`src/rtl/sbld_pkg.sv`:
```
package sbld_pkg;

  localparam int KMER_LEN      = 17;
  localparam int MINIMIZER_LEN = 5;
  localparam int POSITION_BITS = 16;

  localparam int WIN_W      = 2 * KMER_LEN;
  localparam int MMER_W     = 2 * MINIMIZER_LEN;
  localparam int NCAND      = KMER_LEN - MINIMIZER_LEN + 1;
  localparam int OFF_W      = (NCAND > 1) ? $clog2(NCAND) : 1;
  localparam int GRP_SIZE   = 4;
  localparam int NGRP       = (NCAND + GRP_SIZE - 1) / GRP_SIZE;

  localparam int SMER_BASES = 32;
  localparam int SMER_W     = 64;
  localparam int LEN_W      = 6;
  localparam int OWNER_W    = 16;
  localparam int HASH_W     = 32;

  localparam int FIFO_DEPTH = 4;
  localparam int FIFO_PTR_W = $clog2(FIFO_DEPTH);

  localparam logic [HASH_W-1:0] HASH_C1 = 32'h85ebca6b;
  localparam logic [HASH_W-1:0] HASH_C2 = 32'hc2b2ae35;

  typedef logic [1:0] base_t;

  typedef enum logic {
    KIND_OPEN,
    KIND_STEP
  } kind_e;

  // one queued work item: the window as it stands after this base
  typedef struct packed {
    kind_e                    kind;
    logic [WIN_W-1:0]         window;
    base_t                    base;
    logic [POSITION_BITS-1:0] pos_base;
    logic                     read_end;
  } work_t;

  localparam base_t BASE_A = 2'd0;
  localparam base_t BASE_C = 2'd1;
  localparam base_t BASE_G = 2'd2;
  localparam base_t BASE_T = 2'd3;

  function automatic logic [7:0] ascii_of(input base_t b);
    logic [7:0] a;
    case (b)
      BASE_A:  a = 8'h41;
      BASE_C:  a = 8'h43;
      BASE_G:  a = 8'h47;
      BASE_T:  a = 8'h54;
      default: a = 8'h41;
    endcase
    return a;
  endfunction

endpackage

```
`src/rtl/sbld_intf.sv`:
```
interface sbld_base_if
  import sbld_pkg::*;
();
  logic  valid;
  logic  ready;
  base_t base_code;
  logic  read_end;

  modport source (output valid, output base_code, output read_end, input ready);
  modport sink   (input valid, input base_code, input read_end, output ready);
endinterface

interface sbld_smer_if
  import sbld_pkg::*;
();
  logic               valid;
  logic               ready;
  logic [SMER_W-1:0]  packed_bases;
  logic [LEN_W-1:0]   supermer_len;
  logic [OWNER_W-1:0] owner_id;
  logic               read_done;
  logic               last_in_run;

  modport source (output valid, output packed_bases, output supermer_len, output owner_id,
                  output read_done, output last_in_run, input ready);
  modport sink   (input valid, input packed_bases, input supermer_len, input owner_id,
                  input read_done, input last_in_run, output ready);
endinterface

```
`src/rtl/sbld_front.sv`:
```
module sbld_front
  import sbld_pkg::*;
(
  input  logic       clk_i,
  input  logic       rst_ni,
  sbld_base_if.sink  in_i,
  output logic       push_o,
  output work_t      push_data_o,
  input  logic       full_i
);

  logic [WIN_W-1:0]         win_q;
  logic [POSITION_BITS-1:0] rdpos_q;
  logic                     full_q;

  logic                     accept;
  logic [WIN_W-1:0]         win_d;
  logic [POSITION_BITS-1:0] n;
  logic                     first_kmer;

  assign in_i.ready = !full_i;
  assign accept     = in_i.valid && !full_i;

  assign win_d      = {win_q[WIN_W-3:0], in_i.base_code};
  assign n          = rdpos_q + POSITION_BITS'(1);
  assign first_kmer = !full_q && (rdpos_q == POSITION_BITS'(KMER_LEN - 1));

  // a k-mer completing on the read's last base opens nothing that is ever sent
  assign push_o = accept && (full_q || (first_kmer && !in_i.read_end));

  always_comb begin
    push_data_o.kind     = full_q ? KIND_STEP : KIND_OPEN;
    push_data_o.window   = win_d;
    push_data_o.base     = in_i.base_code;
    push_data_o.pos_base = rdpos_q - POSITION_BITS'(KMER_LEN - 1);
    push_data_o.read_end = in_i.read_end;
  end

  always_ff @(posedge clk_i or negedge rst_ni) begin
    if (!rst_ni) begin
      win_q   <= '0;
      rdpos_q <= '0;
      full_q  <= 1'b0;
    end else if (accept) begin
      if (in_i.read_end) begin
        win_q   <= '0;
        rdpos_q <= '0;
        full_q  <= 1'b0;
      end else begin
        win_q   <= win_d;
        rdpos_q <= n;
        full_q  <= full_q || first_kmer;
      end
    end
  end

endmodule

```
`src/rtl/sbld_fifo.sv`:
```
module sbld_fifo
  import sbld_pkg::*;
(
  input  logic  clk_i,
  input  logic  rst_ni,
  input  logic  push_i,
  input  work_t push_data_i,
  output logic  full_o,
  input  logic  pop_i,
  output work_t pop_data_o,
  output logic  empty_o
);

  work_t                 mem_q [FIFO_DEPTH];
  logic [FIFO_PTR_W-1:0] wr_ptr_q;
  logic [FIFO_PTR_W-1:0] rd_ptr_q;
  logic [FIFO_PTR_W:0]   cnt_q;

  assign full_o     = (cnt_q == (FIFO_PTR_W+1)'(FIFO_DEPTH));
  assign empty_o    = (cnt_q == '0);
  assign pop_data_o = mem_q[rd_ptr_q];

  always_ff @(posedge clk_i) begin
    if (push_i) begin
      mem_q[wr_ptr_q] <= push_data_i;
    end
  end

  always_ff @(posedge clk_i or negedge rst_ni) begin
    if (!rst_ni) begin
      wr_ptr_q <= '0;
      rd_ptr_q <= '0;
      cnt_q    <= '0;
    end else begin
      if (push_i) begin
        wr_ptr_q <= wr_ptr_q + FIFO_PTR_W'(1);
      end
      if (pop_i) begin
        rd_ptr_q <= rd_ptr_q + FIFO_PTR_W'(1);
      end
      if (push_i && !pop_i) begin
        cnt_q <= cnt_q + (FIFO_PTR_W+1)'(1);
      end else if (pop_i && !push_i) begin
        cnt_q <= cnt_q - (FIFO_PTR_W+1)'(1);
      end
    end
  end

`ifndef NO_ASSERTIONS
  a_no_overflow: assert property (@(posedge clk_i) disable iff (!rst_ni)
    full_o |-> !push_i) else $error("push into full queue");
  a_no_underflow: assert property (@(posedge clk_i) disable iff (!rst_ni)
    empty_o |-> !pop_i) else $error("pop from empty queue");
  a_count_bound: assert property (@(posedge clk_i) disable iff (!rst_ni)
    cnt_q <= (FIFO_PTR_W+1)'(FIFO_DEPTH)) else $error("queue count out of range");
`endif

endmodule

```
`src/rtl/sbld_back.sv`:
```
module sbld_back
  import sbld_pkg::*;
(
  input  logic               clk_i,
  input  logic               rst_ni,
  input  logic [OWNER_W-1:0] owner_mask_i,
  input  logic               empty_i,
  input  work_t              pop_data_i,
  output logic               pop_o,
  sbld_smer_if.source        out_o
);

  typedef enum logic [3:0] {
    S_IDLE,
    S_MIN1,
    S_MIN2,
    S_DEC,
    S_EMIT_OLD,
    S_H1,
    S_H2,
    S_OPEN,
    S_FLUSH
  } state_e;

  state_e state_q;
  work_t  work_q;

  logic [MMER_W-1:0]        grp_val_q [NGRP];
  logic [OFF_W-1:0]         grp_off_q [NGRP];
  logic [MMER_W-1:0]        mcode_q;
  logic [POSITION_BITS-1:0] pos_q;
  logic [HASH_W-1:0]        h1_q;
  logic [HASH_W-1:0]        h2_q;

  logic [SMER_W-1:0]        open_smer_q;
  logic [LEN_W-1:0]         open_len_q;
  logic [OWNER_W-1:0]       open_owner_q;
  logic [POSITION_BITS-1:0] prev_pos_q;

  logic                     out_valid_q;
  logic [SMER_W-1:0]        out_smer_q;
  logic [LEN_W-1:0]         out_len_q;
  logic [OWNER_W-1:0]       out_owner_q;
  logic                     out_done_q;
  logic                     out_lir_q;

  logic [MMER_W-1:0]        grp_val_d [NGRP];
  logic [OFF_W-1:0]         grp_off_d [NGRP];
  logic [MMER_W-1:0]        mcode_d;
  logic [OFF_W-1:0]         off_d;
  logic [HASH_W-1:0]        h0;
  logic [HASH_W-1:0]        h1_x;
  logic [HASH_W-1:0]        h2_x;
  logic [HASH_W-1:0]        fin;
  logic                     slot_free;
  logic                     out_load;
  logic                     extend;

  // first stage of the minimum search: least m-mer within each group of offsets
  always_comb begin
    logic [MMER_W-1:0] v;
    int                idx;
    v = '0;
    for (int g = 0; g < NGRP; g++) begin
      grp_val_d[g] = '0;
      grp_off_d[g] = '0;
      for (int j = 0; j < GRP_SIZE; j++) begin
        idx = g * GRP_SIZE + j;
        if (idx < NCAND) begin
          v = work_q.window[2 * (NCAND - 1 - idx) +: MMER_W];
          if (j == 0 || v < grp_val_d[g]) begin
            grp_val_d[g] = v;
            grp_off_d[g] = OFF_W'(idx);
          end
        end
      end
    end
  end

  // second stage: earliest group wins a tie
  always_comb begin
    mcode_d = grp_val_q[0];
    off_d   = grp_off_q[0];
    for (int g = 1; g < NGRP; g++) begin
      if (grp_val_q[g] < mcode_d) begin
        mcode_d = grp_val_q[g];
        off_d   = grp_off_q[g];
      end
    end
  end

  always_comb begin
    h0 = '0;
    for (int i = 0; i < 4; i++) begin
      h0[8*i +: 8] = ascii_of(mcode_q[2 * (MINIMIZER_LEN - 1 - i) +: 2]);
    end
    h1_x = h0 ^ (h0 >> 16);
    h2_x = h1_q ^ (h1_q >> 13);
    fin  = h2_q ^ (h2_q >> 16);
  end

  assign slot_free = !out_valid_q || out_o.ready;
  assign out_load  = slot_free && ((state_q == S_EMIT_OLD) || (state_q == S_FLUSH));
  assign extend    = (pos_q == prev_pos_q) && (open_len_q < LEN_W'(SMER_BASES));
  assign pop_o     = (state_q == S_IDLE) && !empty_i;

  always_ff @(posedge clk_i or negedge rst_ni) begin
    if (!rst_ni) begin
      state_q      <= S_IDLE;
      work_q       <= '0;
      mcode_q      <= '0;
      pos_q        <= '0;
      h1_q         <= '0;
      h2_q         <= '0;
      open_smer_q  <= '0;
      open_len_q   <= '0;
      open_owner_q <= '0;
      prev_pos_q   <= '0;
      out_valid_q  <= 1'b0;
      out_smer_q   <= '0;
      out_len_q    <= '0;
      out_owner_q  <= '0;
      out_done_q   <= 1'b0;
      out_lir_q    <= 1'b0;
      for (int g = 0; g < NGRP; g++) begin
        grp_val_q[g] <= '0;
        grp_off_q[g] <= '0;
      end
    end else begin
      out_valid_q <= out_load || (out_valid_q && !out_o.ready);
      case (state_q)
        S_IDLE: begin
          if (!empty_i) begin
            work_q  <= pop_data_i;
            state_q <= S_MIN1;
          end
        end
        S_MIN1: begin
          for (int g = 0; g < NGRP; g++) begin
            grp_val_q[g] <= grp_val_d[g];
            grp_off_q[g] <= grp_off_d[g];
          end
          state_q <= S_MIN2;
        end
        S_MIN2: begin
          mcode_q <= mcode_d;
          pos_q   <= work_q.pos_base + POSITION_BITS'(off_d);
          state_q <= S_DEC;
        end
        S_DEC: begin
          prev_pos_q <= pos_q;
          if (work_q.kind == KIND_OPEN) begin
            state_q <= S_H1;
          end else if (extend) begin
            open_smer_q[{~open_len_q[4:0], 1'b0} +: 2] <= work_q.base;
            open_len_q <= open_len_q + LEN_W'(1);
            state_q    <= work_q.read_end ? S_FLUSH : S_IDLE;
          end else begin
            state_q <= S_EMIT_OLD;
          end
        end
        S_EMIT_OLD: begin
          if (slot_free) begin
            out_smer_q  <= open_smer_q;
            out_len_q   <= open_len_q;
            out_owner_q <= open_owner_q;
            out_done_q  <= 1'b0;
            out_lir_q   <= !work_q.read_end;
            state_q     <= S_H1;
          end
        end
        S_H1: begin
          h1_q    <= h1_x * HASH_C1;
          state_q <= S_H2;
        end
        S_H2: begin
          h2_q    <= h2_x * HASH_C2;
          state_q <= S_OPEN;
        end
        S_OPEN: begin
          open_smer_q  <= {work_q.window, {(SMER_W - WIN_W){1'b0}}};
          open_len_q   <= LEN_W'(KMER_LEN);
          open_owner_q <= fin[OWNER_W-1:0] & owner_mask_i;
          state_q      <= work_q.read_end ? S_FLUSH : S_IDLE;
        end
        S_FLUSH: begin
          if (slot_free) begin
            out_smer_q  <= open_smer_q;
            out_len_q   <= open_len_q;
            out_owner_q <= open_owner_q;
            out_done_q  <= 1'b1;
            out_lir_q   <= 1'b1;
            state_q     <= S_IDLE;
          end
        end
        default: state_q <= S_IDLE;
      endcase
    end
  end

  assign out_o.valid        = out_valid_q;
  assign out_o.packed_bases = out_smer_q;
  assign out_o.supermer_len = out_len_q;
  assign out_o.owner_id     = out_owner_q;
  assign out_o.read_done    = out_done_q;
  assign out_o.last_in_run  = out_lir_q;

`ifndef NO_ASSERTIONS
  a_len_range: assert property (@(posedge clk_i) disable iff (!rst_ni)
    out_valid_q |-> (out_len_q >= LEN_W'(KMER_LEN)) && (out_len_q <= LEN_W'(SMER_BASES)))
    else $error("supermer length out of range");
  a_done_is_last: assert property (@(posedge clk_i) disable iff (!rst_ni)
    out_valid_q && out_done_q |-> out_lir_q) else $error("read end result not last of item");
  a_tail_zero: assert property (@(posedge clk_i) disable iff (!rst_ni)
    out_valid_q |-> ((out_smer_q << {out_len_q, 1'b0}) == '0))
    else $error("bits past last base not zero");
  a_pop_idle: assert property (@(posedge clk_i) disable iff (!rst_ni)
    pop_o |=> (state_q == S_MIN1)) else $error("popped item not taken");
`endif

endmodule

```
`src/rtl/supermer_builder_core.sv`:
```
// Supermer builder: DNA bases in, minimizer-partitioned supermers out.
// in_i carries one base per item (base_code, read_end); an item is taken on
// valid && ready. out_o carries one supermer per item: bases packed two bits
// each from bit 63 down, its length, owner and read_done; last_in_run marks
// the final result caused by one base. cfg_we_i/cfg_wdata_i load owner_mask.
// Throughput: the front takes a base every cycle while the 4-entry work
// queue has room. The back handles one queued base at a time: from S_IDLE
// a base that extends the open supermer passes S_MIN1, S_MIN2 and S_DEC;
// one that moves the minimizer and closes a supermer also passes
// S_EMIT_OLD, S_H1, S_H2 and S_OPEN, and a read end adds S_FLUSH. The
// minimum search runs in S_MIN1 and S_MIN2, the two-multiply owner hash in
// S_H1 and S_H2. Bases before the first full k-mer never enter the queue.
// A stalled receiver holds the output register; the back then waits, the
// queue fills and in_i.ready drops. Reset empties the queue, clears the read
// state and owner_mask; the block accepts input as soon as reset is released.
module supermer_builder_core
  import sbld_pkg::*;
(
  input  logic               clk_i,
  input  logic               rst_ni,
  sbld_base_if.sink          in_i,
  sbld_smer_if.source        out_o,
  input  logic               cfg_we_i,
  input  logic [OWNER_W-1:0] cfg_wdata_i
);

  logic [OWNER_W-1:0] owner_mask_q;
  logic               push;
  work_t              push_data;
  logic               full;
  logic               pop;
  work_t              pop_data;
  logic               empty;

  always_ff @(posedge clk_i or negedge rst_ni) begin
    if (!rst_ni) begin
      owner_mask_q <= '0;
    end else if (cfg_we_i) begin
      owner_mask_q <= cfg_wdata_i;
    end
  end

  sbld_front u_front (
    .clk_i       (clk_i),
    .rst_ni      (rst_ni),
    .in_i        (in_i),
    .push_o      (push),
    .push_data_o (push_data),
    .full_i      (full)
  );

  sbld_fifo u_fifo (
    .clk_i       (clk_i),
    .rst_ni      (rst_ni),
    .push_i      (push),
    .push_data_i (push_data),
    .full_o      (full),
    .pop_i       (pop),
    .pop_data_o  (pop_data),
    .empty_o     (empty)
  );

  sbld_back u_back (
    .clk_i        (clk_i),
    .rst_ni       (rst_ni),
    .owner_mask_i (owner_mask_q),
    .empty_i      (empty),
    .pop_data_i   (pop_data),
    .pop_o        (pop),
    .out_o        (out_o)
  );

endmodule
```
`src/flat_wrapper.sv`:
```
// flat-port wrapper written by rule: the top's interface ports become plain ports
module supermer_builder_core_flat import sbld_pkg::*;
  (clk_i, rst_ni, cfg_we_i, cfg_wdata_i, in_i_valid, in_i_base_code, in_i_read_end, in_i_ready, out_o_valid, out_o_packed_bases, out_o_supermer_len, out_o_owner_id, out_o_read_done, out_o_last_in_run, out_o_ready);
  sbld_base_if in_i_i ();
  sbld_smer_if out_o_i ();
  input  logic clk_i;
  input  logic rst_ni;
  input  logic cfg_we_i;
  input  logic [OWNER_W-1:0] cfg_wdata_i;
  input wire logic [$bits(in_i_i.valid)-1:0] in_i_valid;
  input wire logic [$bits(in_i_i.base_code)-1:0] in_i_base_code;
  input wire logic [$bits(in_i_i.read_end)-1:0] in_i_read_end;
  output wire logic [$bits(in_i_i.ready)-1:0] in_i_ready;
  output wire logic [$bits(out_o_i.valid)-1:0] out_o_valid;
  output wire logic [$bits(out_o_i.packed_bases)-1:0] out_o_packed_bases;
  output wire logic [$bits(out_o_i.supermer_len)-1:0] out_o_supermer_len;
  output wire logic [$bits(out_o_i.owner_id)-1:0] out_o_owner_id;
  output wire logic [$bits(out_o_i.read_done)-1:0] out_o_read_done;
  output wire logic [$bits(out_o_i.last_in_run)-1:0] out_o_last_in_run;
  input wire logic [$bits(out_o_i.ready)-1:0] out_o_ready;
  assign in_i_i.valid = in_i_valid;
  assign in_i_i.base_code = in_i_base_code;
  assign in_i_i.read_end = in_i_read_end;
  assign in_i_ready = in_i_i.ready;
  assign out_o_valid = out_o_i.valid;
  assign out_o_packed_bases = out_o_i.packed_bases;
  assign out_o_supermer_len = out_o_i.supermer_len;
  assign out_o_owner_id = out_o_i.owner_id;
  assign out_o_read_done = out_o_i.read_done;
  assign out_o_last_in_run = out_o_i.last_in_run;
  assign out_o_i.ready = out_o_ready;
  supermer_builder_core u_core (.clk_i(clk_i), .rst_ni(rst_ni), .in_i(in_i_i), .out_o(out_o_i), .cfg_we_i(cfg_we_i), .cfg_wdata_i(cfg_wdata_i));
endmodule
```
`config.mk`:
```
export PLATFORM = sky130hd
export DESIGN_NAME = supermer_builder_core_flat
export DESIGN_NICKNAME = d
export VERILOG_FILES = /design/src/rtl/sbld_pkg.sv /design/src/rtl/sbld_intf.sv /design/src/rtl/sbld_front.sv /design/src/rtl/sbld_fifo.sv /design/src/rtl/sbld_back.sv /design/src/rtl/supermer_builder_core.sv /design/src/flat_wrapper.sv
export SDC_FILE = /design/constraint.sdc
export NUM_CORES = 2
export LEC_CHECK = 0
export ABC_CLOCK_PERIOD_IN_PS = 8540
export BUFFER_PORTS_ARGS = -buffer_cell sky130_fd_sc_hd__buf_2
export CAP_MARGIN = 10
export CORE_ASPECT_RATIO = 1.2
export CORE_MARGIN = 1
export CORE_UTILIZATION = 40
export CTS_CLUSTER_DIAMETER = 40
export DETAILED_ROUTE_END_ITERATION = 7
export PLACE_DENSITY = 0.56
export SLEW_MARGIN = 40
export SYNTH_ARGS = -nofsm -noshare
export SYNTH_HDL_FRONTEND = slang
export SYNTH_SLANG_ARGS = --single-unit
```
`constraint.sdc`:
```
create_clock -name clk_i -period 8.54 [get_ports clk_i]
set_input_delay 1.708 -clock clk_i [delete_from_list [all_inputs] [get_ports clk_i]]
set_output_delay 1.708 -clock clk_i [all_outputs]
set_load 0.005 [all_outputs]
```
### After elaboration in Yosys (flattened, before gate mapping)

Memories as Yosys holds them, arrays and structs flattened. A register that Yosys moved wholly into a read port is not among the register bits.
Index checks and enable logic that the tools add are counted.
Widths: inputs -> output; s select.

| storage, ports and cells | value |
|---|---|
| bits in registers | 410 |
| bits in writable memories | 216 |
| input port bits | 24 |
| output and inout port bits | 90 |
| logic and storage cells | 186 |
| memories kept | 1 |

Memories:

| memory | words | bits a word | read ports | clocked after memory_dff | write ports | line | source |
|---|---|---|---|---|---|---|---|
| u_core.u_fifo.mem_q | 4 | 54 | 1 | 1 | 1 | sbld_fifo.sv:14 | `work_t mem_q [FIFO_DEPTH];` |

| cells by class | value |
|---|---|
| add/subtract/negate cells | 9 |
| multipliers | 2 |
| order comparisons | 13 |
| equal/unequal tests | 28 |
| shifts and indexed selects | 2 |
| muxes and demuxes | 55 |
| bitwise gates (word level) | 6 |
| reduce and logical (&&, ||, !) cells | 40 |

Operators by type and width:

| kind | count |
|---|---|
| $mux 64 | 2 |
| $pmux 64 s2 | 1 |
| $pmux 8 s4 | 4 |
| $lt 10x10->1 | 12 |
| $mux 10 | 12 |
| $bwmux 64 | 1 |
| $shift 2x8->64 const A | 1 |
| $shiftx 2x8->64 | 1 |
| $mux 4 | 11 |
| $pmux 4 s9 | 1 |
| $mul 32x31->32 const B | 1 |
| $mul 32x32->32 const B | 1 |
| $mux 32 | 1 |
| $xor 32x16->32 | 1 |
| $xor 32x19->32 | 1 |
| $add 16x1->16 const B | 1 |
| $add 16x4->16 | 1 |
| $and 16x16->16 | 1 |
| $eq 16x16->1 | 1 |
| $eq 16x5->1 const B | 1 |
| $eq 2x2->1 const B | 8 |
| $eq 4x3->1 const B | 4 |
| $mux 16 | 1 |
| $sub 16x5->16 const B | 1 |
| 31 further kinds | 85 |

### Logic depth before layout (Yosys ltp)

| logic depth | value |
|---|---|
| word-level depth | 9 |
| gate-level depth with buffers | 39 |
| depth with buffers taken out | 36 |

### By module

Synthesis repeated with hierarchy kept, for this count alone.

| second synthesis, totals | value |
|---|---|
| cells, all modules | 4,062 |
| area total of the unflattened synthesis | 45,219.6 um2 |

Modules (own cells, without submodules):

| module | times used | cells each | area each (um2) | seq. area each (um2) |
|---|---|---|---|---|
| sbld_back | 1 | 3,429 | 33,799.9 | 9,609.2 |
| sbld_fifo | 1 | 316 | 8,186.6 | 6,661.4 |
| sbld_front | 1 | 283 | 2,583.7 | 1,226.2 |
| supermer_builder_core | 1 | 34 | 649.4 | 400.4 |

### Least setup slack after synthesis

OpenSTA, ideal clock, no wires.

| path | value |
|---|---|
| kind | reg-to-reg |
| start | reg u_core.u_back.mcode_q[4] |
| end | reg u_core.u_back.h1_q[31] |
| library setup time | 0.130 ns |
| arrival | 7.057 ns |
| data required time | 8.410 ns |
| setup slack | 1.353 ns |
| cell stages (with the launch flop) | 29 |
| path buffers | 1 |
| clock period less this slack | 7.187 ns |
| cell sequence | dfrtp_1 ha_1 clkbuf_1 inv_1 ha_1 nor2_1 xnor2_1 inv_1 fa_1 inv_1 ha_1 fa_1 ha_1 fa_1 inv_1 fa_1 inv_1 fa_1 fa_1 ha_1 a21o_1 a21o_1 a21o_1 a221oi_1 a21oi_1 nor2b_1 o21bai_1 xnor2_1 o21ai_1 |

| between the ends | value |
|---|---|
| cells in the longest elaborated chain, start to end | 4 |
| elaborated cells between the ends (all ways) | 7 |
| classes of those cells | mul (1); eq/ne (3); mux (1); bitwise (1); reduce/logical (1) |

RTL lines:

| element | line | source |
|---|---|---|
| start, declared | sbld_back.sv:30 | `logic [MMER_W-1:0] mcode_q;` |
| start signal, assigned | sbld_back.sv:146 | `mcode_q <= mcode_d;` |
| $eq 2x2->1 (tied with other cells) | sbld_pkg.sv:49 | `case (b)` |
| $pmux 8 s4 * | sbld_pkg.sv:49 |  |
| $xor 32x16->32 * | sbld_back.sv:97 | `h1_x = h0 ^ (h0 >> 16);` |
| $mul 32x32->32 * | sbld_back.sv:173 | `h1_q <= h1_x * HASH_C1;` |
| end signal, assigned | sbld_back.sv:173 |  |
| end, declared | sbld_back.sv:32 | `logic [HASH_W-1:0] h1_q;` |

Every way passes the cells marked *; elsewhere a longest branch is shown, timed or not. The select of a mux whose other input is x is not followed.
A chain may end at the register's enable or synchronous reset.

### Worst setup path in the final report

Ends and elaborated chain as after synthesis.

==> results.sh <==
export IMPL_num_antenna_cells=0
export IMPL_ys_seq_area_share_pct=39.51
export IMPL_cts_path_max_buffers=3
export IMPL_dieArea_mm2=0.1128
export IMPL_finalWeightedCongestion=0.9123
export IMPL_max_stage_delay_ps=550
export IMPL_ys_flop_type="dfrtp_1"
export IMPL_ctsResizeCount=0
export IMPL_filler_cell_count=10180
export IMPL_htreeDepth=3
export IMPL_cts_tree="built"
export IMPL_rsz0062_at_grt="false"
export IMPL_clk_latency_ps=680
export IMPL_endpoint_kind="register"
export IMPL_drt_pass1_iter_count=5
export IMPL_syn_to_final_growth_pct=13.70
export IMPL_cts_setup_buffers=0
export IMPL_finalCritPeriodShare_pct=92.12
export IMPL_ios=114
export IMPL_die_y_um=367.6
export IMPL_crit_type="register to register"
export IMPL_clock_sinks=662
export IMPL_coreArea_mm2=0.1100
export IMPL_antenna_found_initial=2
export IMPL_async_flop_share_pct=68.58
export IMPL_synth_area_per_cell_um2=11.10
export IMPL_wire_per_inst_um=19.21
export IMPL_die_w_um=306.7
export IMPL_drive_gt1_share_pct=14.13
export IMPL_layout_commonest_cell="inv_1"
export IMPL_r2r_setup_slack_ps=670
export IMPL_endpoint="u_core.u_back.h1_q[31]"
export IMPL_worstPathRequired_ps=9060
export IMPL_hold_class="register to register"
export IMPL_cp_max_fo=6
export IMPL_cp_startpoint="u_core.u_back.mcode_q[4]"
export IMPL_r2r_cells=28
export IMPL_synth_edf_count=208
export IMPL_hold_viol_final=0
export IMPL_grt_max_degree=139
export IMPL_worst_pin_slew_ps=819.9
export IMPL_status="completed"
export IMPL_setup_violations_final=0
export IMPL_port_buffers=113
export IMPL_vias=29040
export IMPL_synth_area_mm2=0.04457
export IMPL_drc=0
export IMPL_start_util_pct=40.52
export IMPL_slew_violations=0
export IMPL_grt_pass1_wl_um=175600
export IMPL_startpoint_type="register"
export IMPL_fmaxAchievable_mhz=127.1
export IMPL_clk_pin_slew_ps=50
export IMPL_grt_total_usage_pct=19.97
export IMPL_cp_slowest_cell="fa_1"
export IMPL_synth_seq_cells=662
export IMPL_final_cell_mix="inv_1 (536), ha_1 (500), dfrtp_1 (452)"
export IMPL_r2r_end="u_core.u_back.h1_q[31]"
export IMPL_yosys_warnings=0
export IMPL_root_buffer="clkbuf_16"
export IMPL_place_hpwl_um=84140
export IMPL_routed_via_density=5.072
export IMPL_num_rows=133
export IMPL_worstPathArrival_ps=8390
export IMPL_postRouteAntennaNets=0
export IMPL_finClkSkew_ps=38.55
export IMPL_slew_headroom_pct=44.62
export IMPL_drv_cap=0
export IMPL_ys_types=85
export IMPL_syn_instance_count=4014
export IMPL_final_nets=4958
export IMPL_period_minus_slack_ps=7867
export IMPL_grt_pass1_vias=30410
export IMPL_overflow=0
export IMPL_wl_um=110000
export IMPL_cts_buffers=97
export IMPL_r2r_start="u_core.u_back.mcode_q[4]"
export IMPL_drtIter0Drc=1568
export IMPL_fin_tns_setup_ps=0
export IMPL_cts_hold_buf=0
export IMPL_syn_nets=4816
[metrics by stage]
stage          utilization [%]  hold slack, ps  cell area [µm²]  setup WS (ps)  std cells
4_1_cts                  45.96           463.3            50550          496.2       5720
2_1_floorplan                -           434.8            44570           1353       4014
3_3_place_gp             42.68           446.5            46940          701.3       5535
3_5_place_dp             42.72           451.8            47000          518.0       5537
5_1_grt                  46.06           486.8            50670          143.0       5725
6_report                 46.06           457.7            50670          672.6       5725
[worst min path at each step]
stage                             startpoint                            end  depth (start not counted)
3_3_place_gp   u_core.u_back.open_owner_q[5]  u_core.u_back.open_owner_q[5]                          2
5_1_grt        u_core.u_back.open_owner_q[8]  u_core.u_back.open_owner_q[8]                          2
4_1_cts        u_core.u_back.open_owner_q[8]  u_core.u_back.open_owner_q[8]                          2
2_1_floorplan  u_core.u_back.open_owner_q[0]  u_core.u_back.open_owner_q[0]                          2
3_5_place_dp   u_core.u_back.open_owner_q[8]  u_core.u_back.open_owner_q[8]                          2
6_report       u_core.u_back.open_owner_q[8]  u_core.u_back.open_owner_q[8]                          2
[final cells by class]
cell class	count	area, µm²	area share (%)
Tap cell	1485	1858	3.667
Clock inverter	65	919.6	1.815
Timing Repair Buffer	169	1106	2.183
Multi-Input combinational cell	2688	24510	48.38
Sequential cell	662	17610	34.76
Inverter	538	2019	3.986
Clock buffer	118	2638	5.205
[Yosys cell counts (52+ instances only)]
cell        n  area, µm²
xor2_1    102      893.4
xnor2_1    93      814.5
nand3_1    55      275.3
o21ai_1   118      590.6
dfrtp_1   454      11360
inv_1     536       2012
fa_1      277       5545
mux4_2     52       1171
clkbuf_1  109      409.1
edfxtp_1  208       6246
mux2i_1    59      590.6
o21ai_0   129      645.6
ha_1      501       6269
nor2_1    176      660.6
mux2_2    160       1802
nand2_1   434       1629
a21oi_1   161      805.8
[per-layer routing]
metal | track usage (%) | part of all wire (%)
met1 | 25.11 | 43
met2 | 35.69 | 52
met3 | 2.400 | 3.0
met5 | 0 | 0
met4 | 5.846 | 2.5
[sequential cells by signal, summed over array words and instances, names as in the netlist, 10 cells and up]
signal                            cells
u_core.u_back.grp_val_d              10
u_core.u_front.rdpos_q               16
u_core.u_fifo.mem_q                 208
u_core.u_back.h1_q                   32
u_core.u_front.win_q                 32
u_core.u_back.open_owner_q           16
u_core.owner_mask_q                  16
u_core.u_back.work_q                 42
u_core.u_back.pos_q                  16
u_core.u_back.out_o.owner_id         16
u_core.u_back.prev_pos_q             16
u_core.u_back.h2_q                   32
u_core.u_back.out_o.packed_bases     64
u_core.u_back.open_smer_q            64
u_core.u_back.grp_val_q              40
[cells by family after synthesis]
logic type	count (synthesis)	synth area share, %
muxes	273	8.052
and+or+nand+nor	838	8.215
AOI/OAI and AO/OA	603	8.193
adders and majority gates	778	26.51
xor gates and xnor gates	196	3.883
buffers and inverters	664	5.640
DFF	662	39.51
[critical path: cells and delay by family (launching register included)]
kind / cells / cell delay, ps
fa+ha+maj: 11 / 4330
buf+inv: 6 / 810
compound gates: 4 / 610
simple gates: 5 / 1060
xor+xnor: 2 / 430
flops: 1 / 450
Power is left out: the tool's default activity adds up to more than one toggle a clock period on the data nets, which glitch-free logic cannot reach.
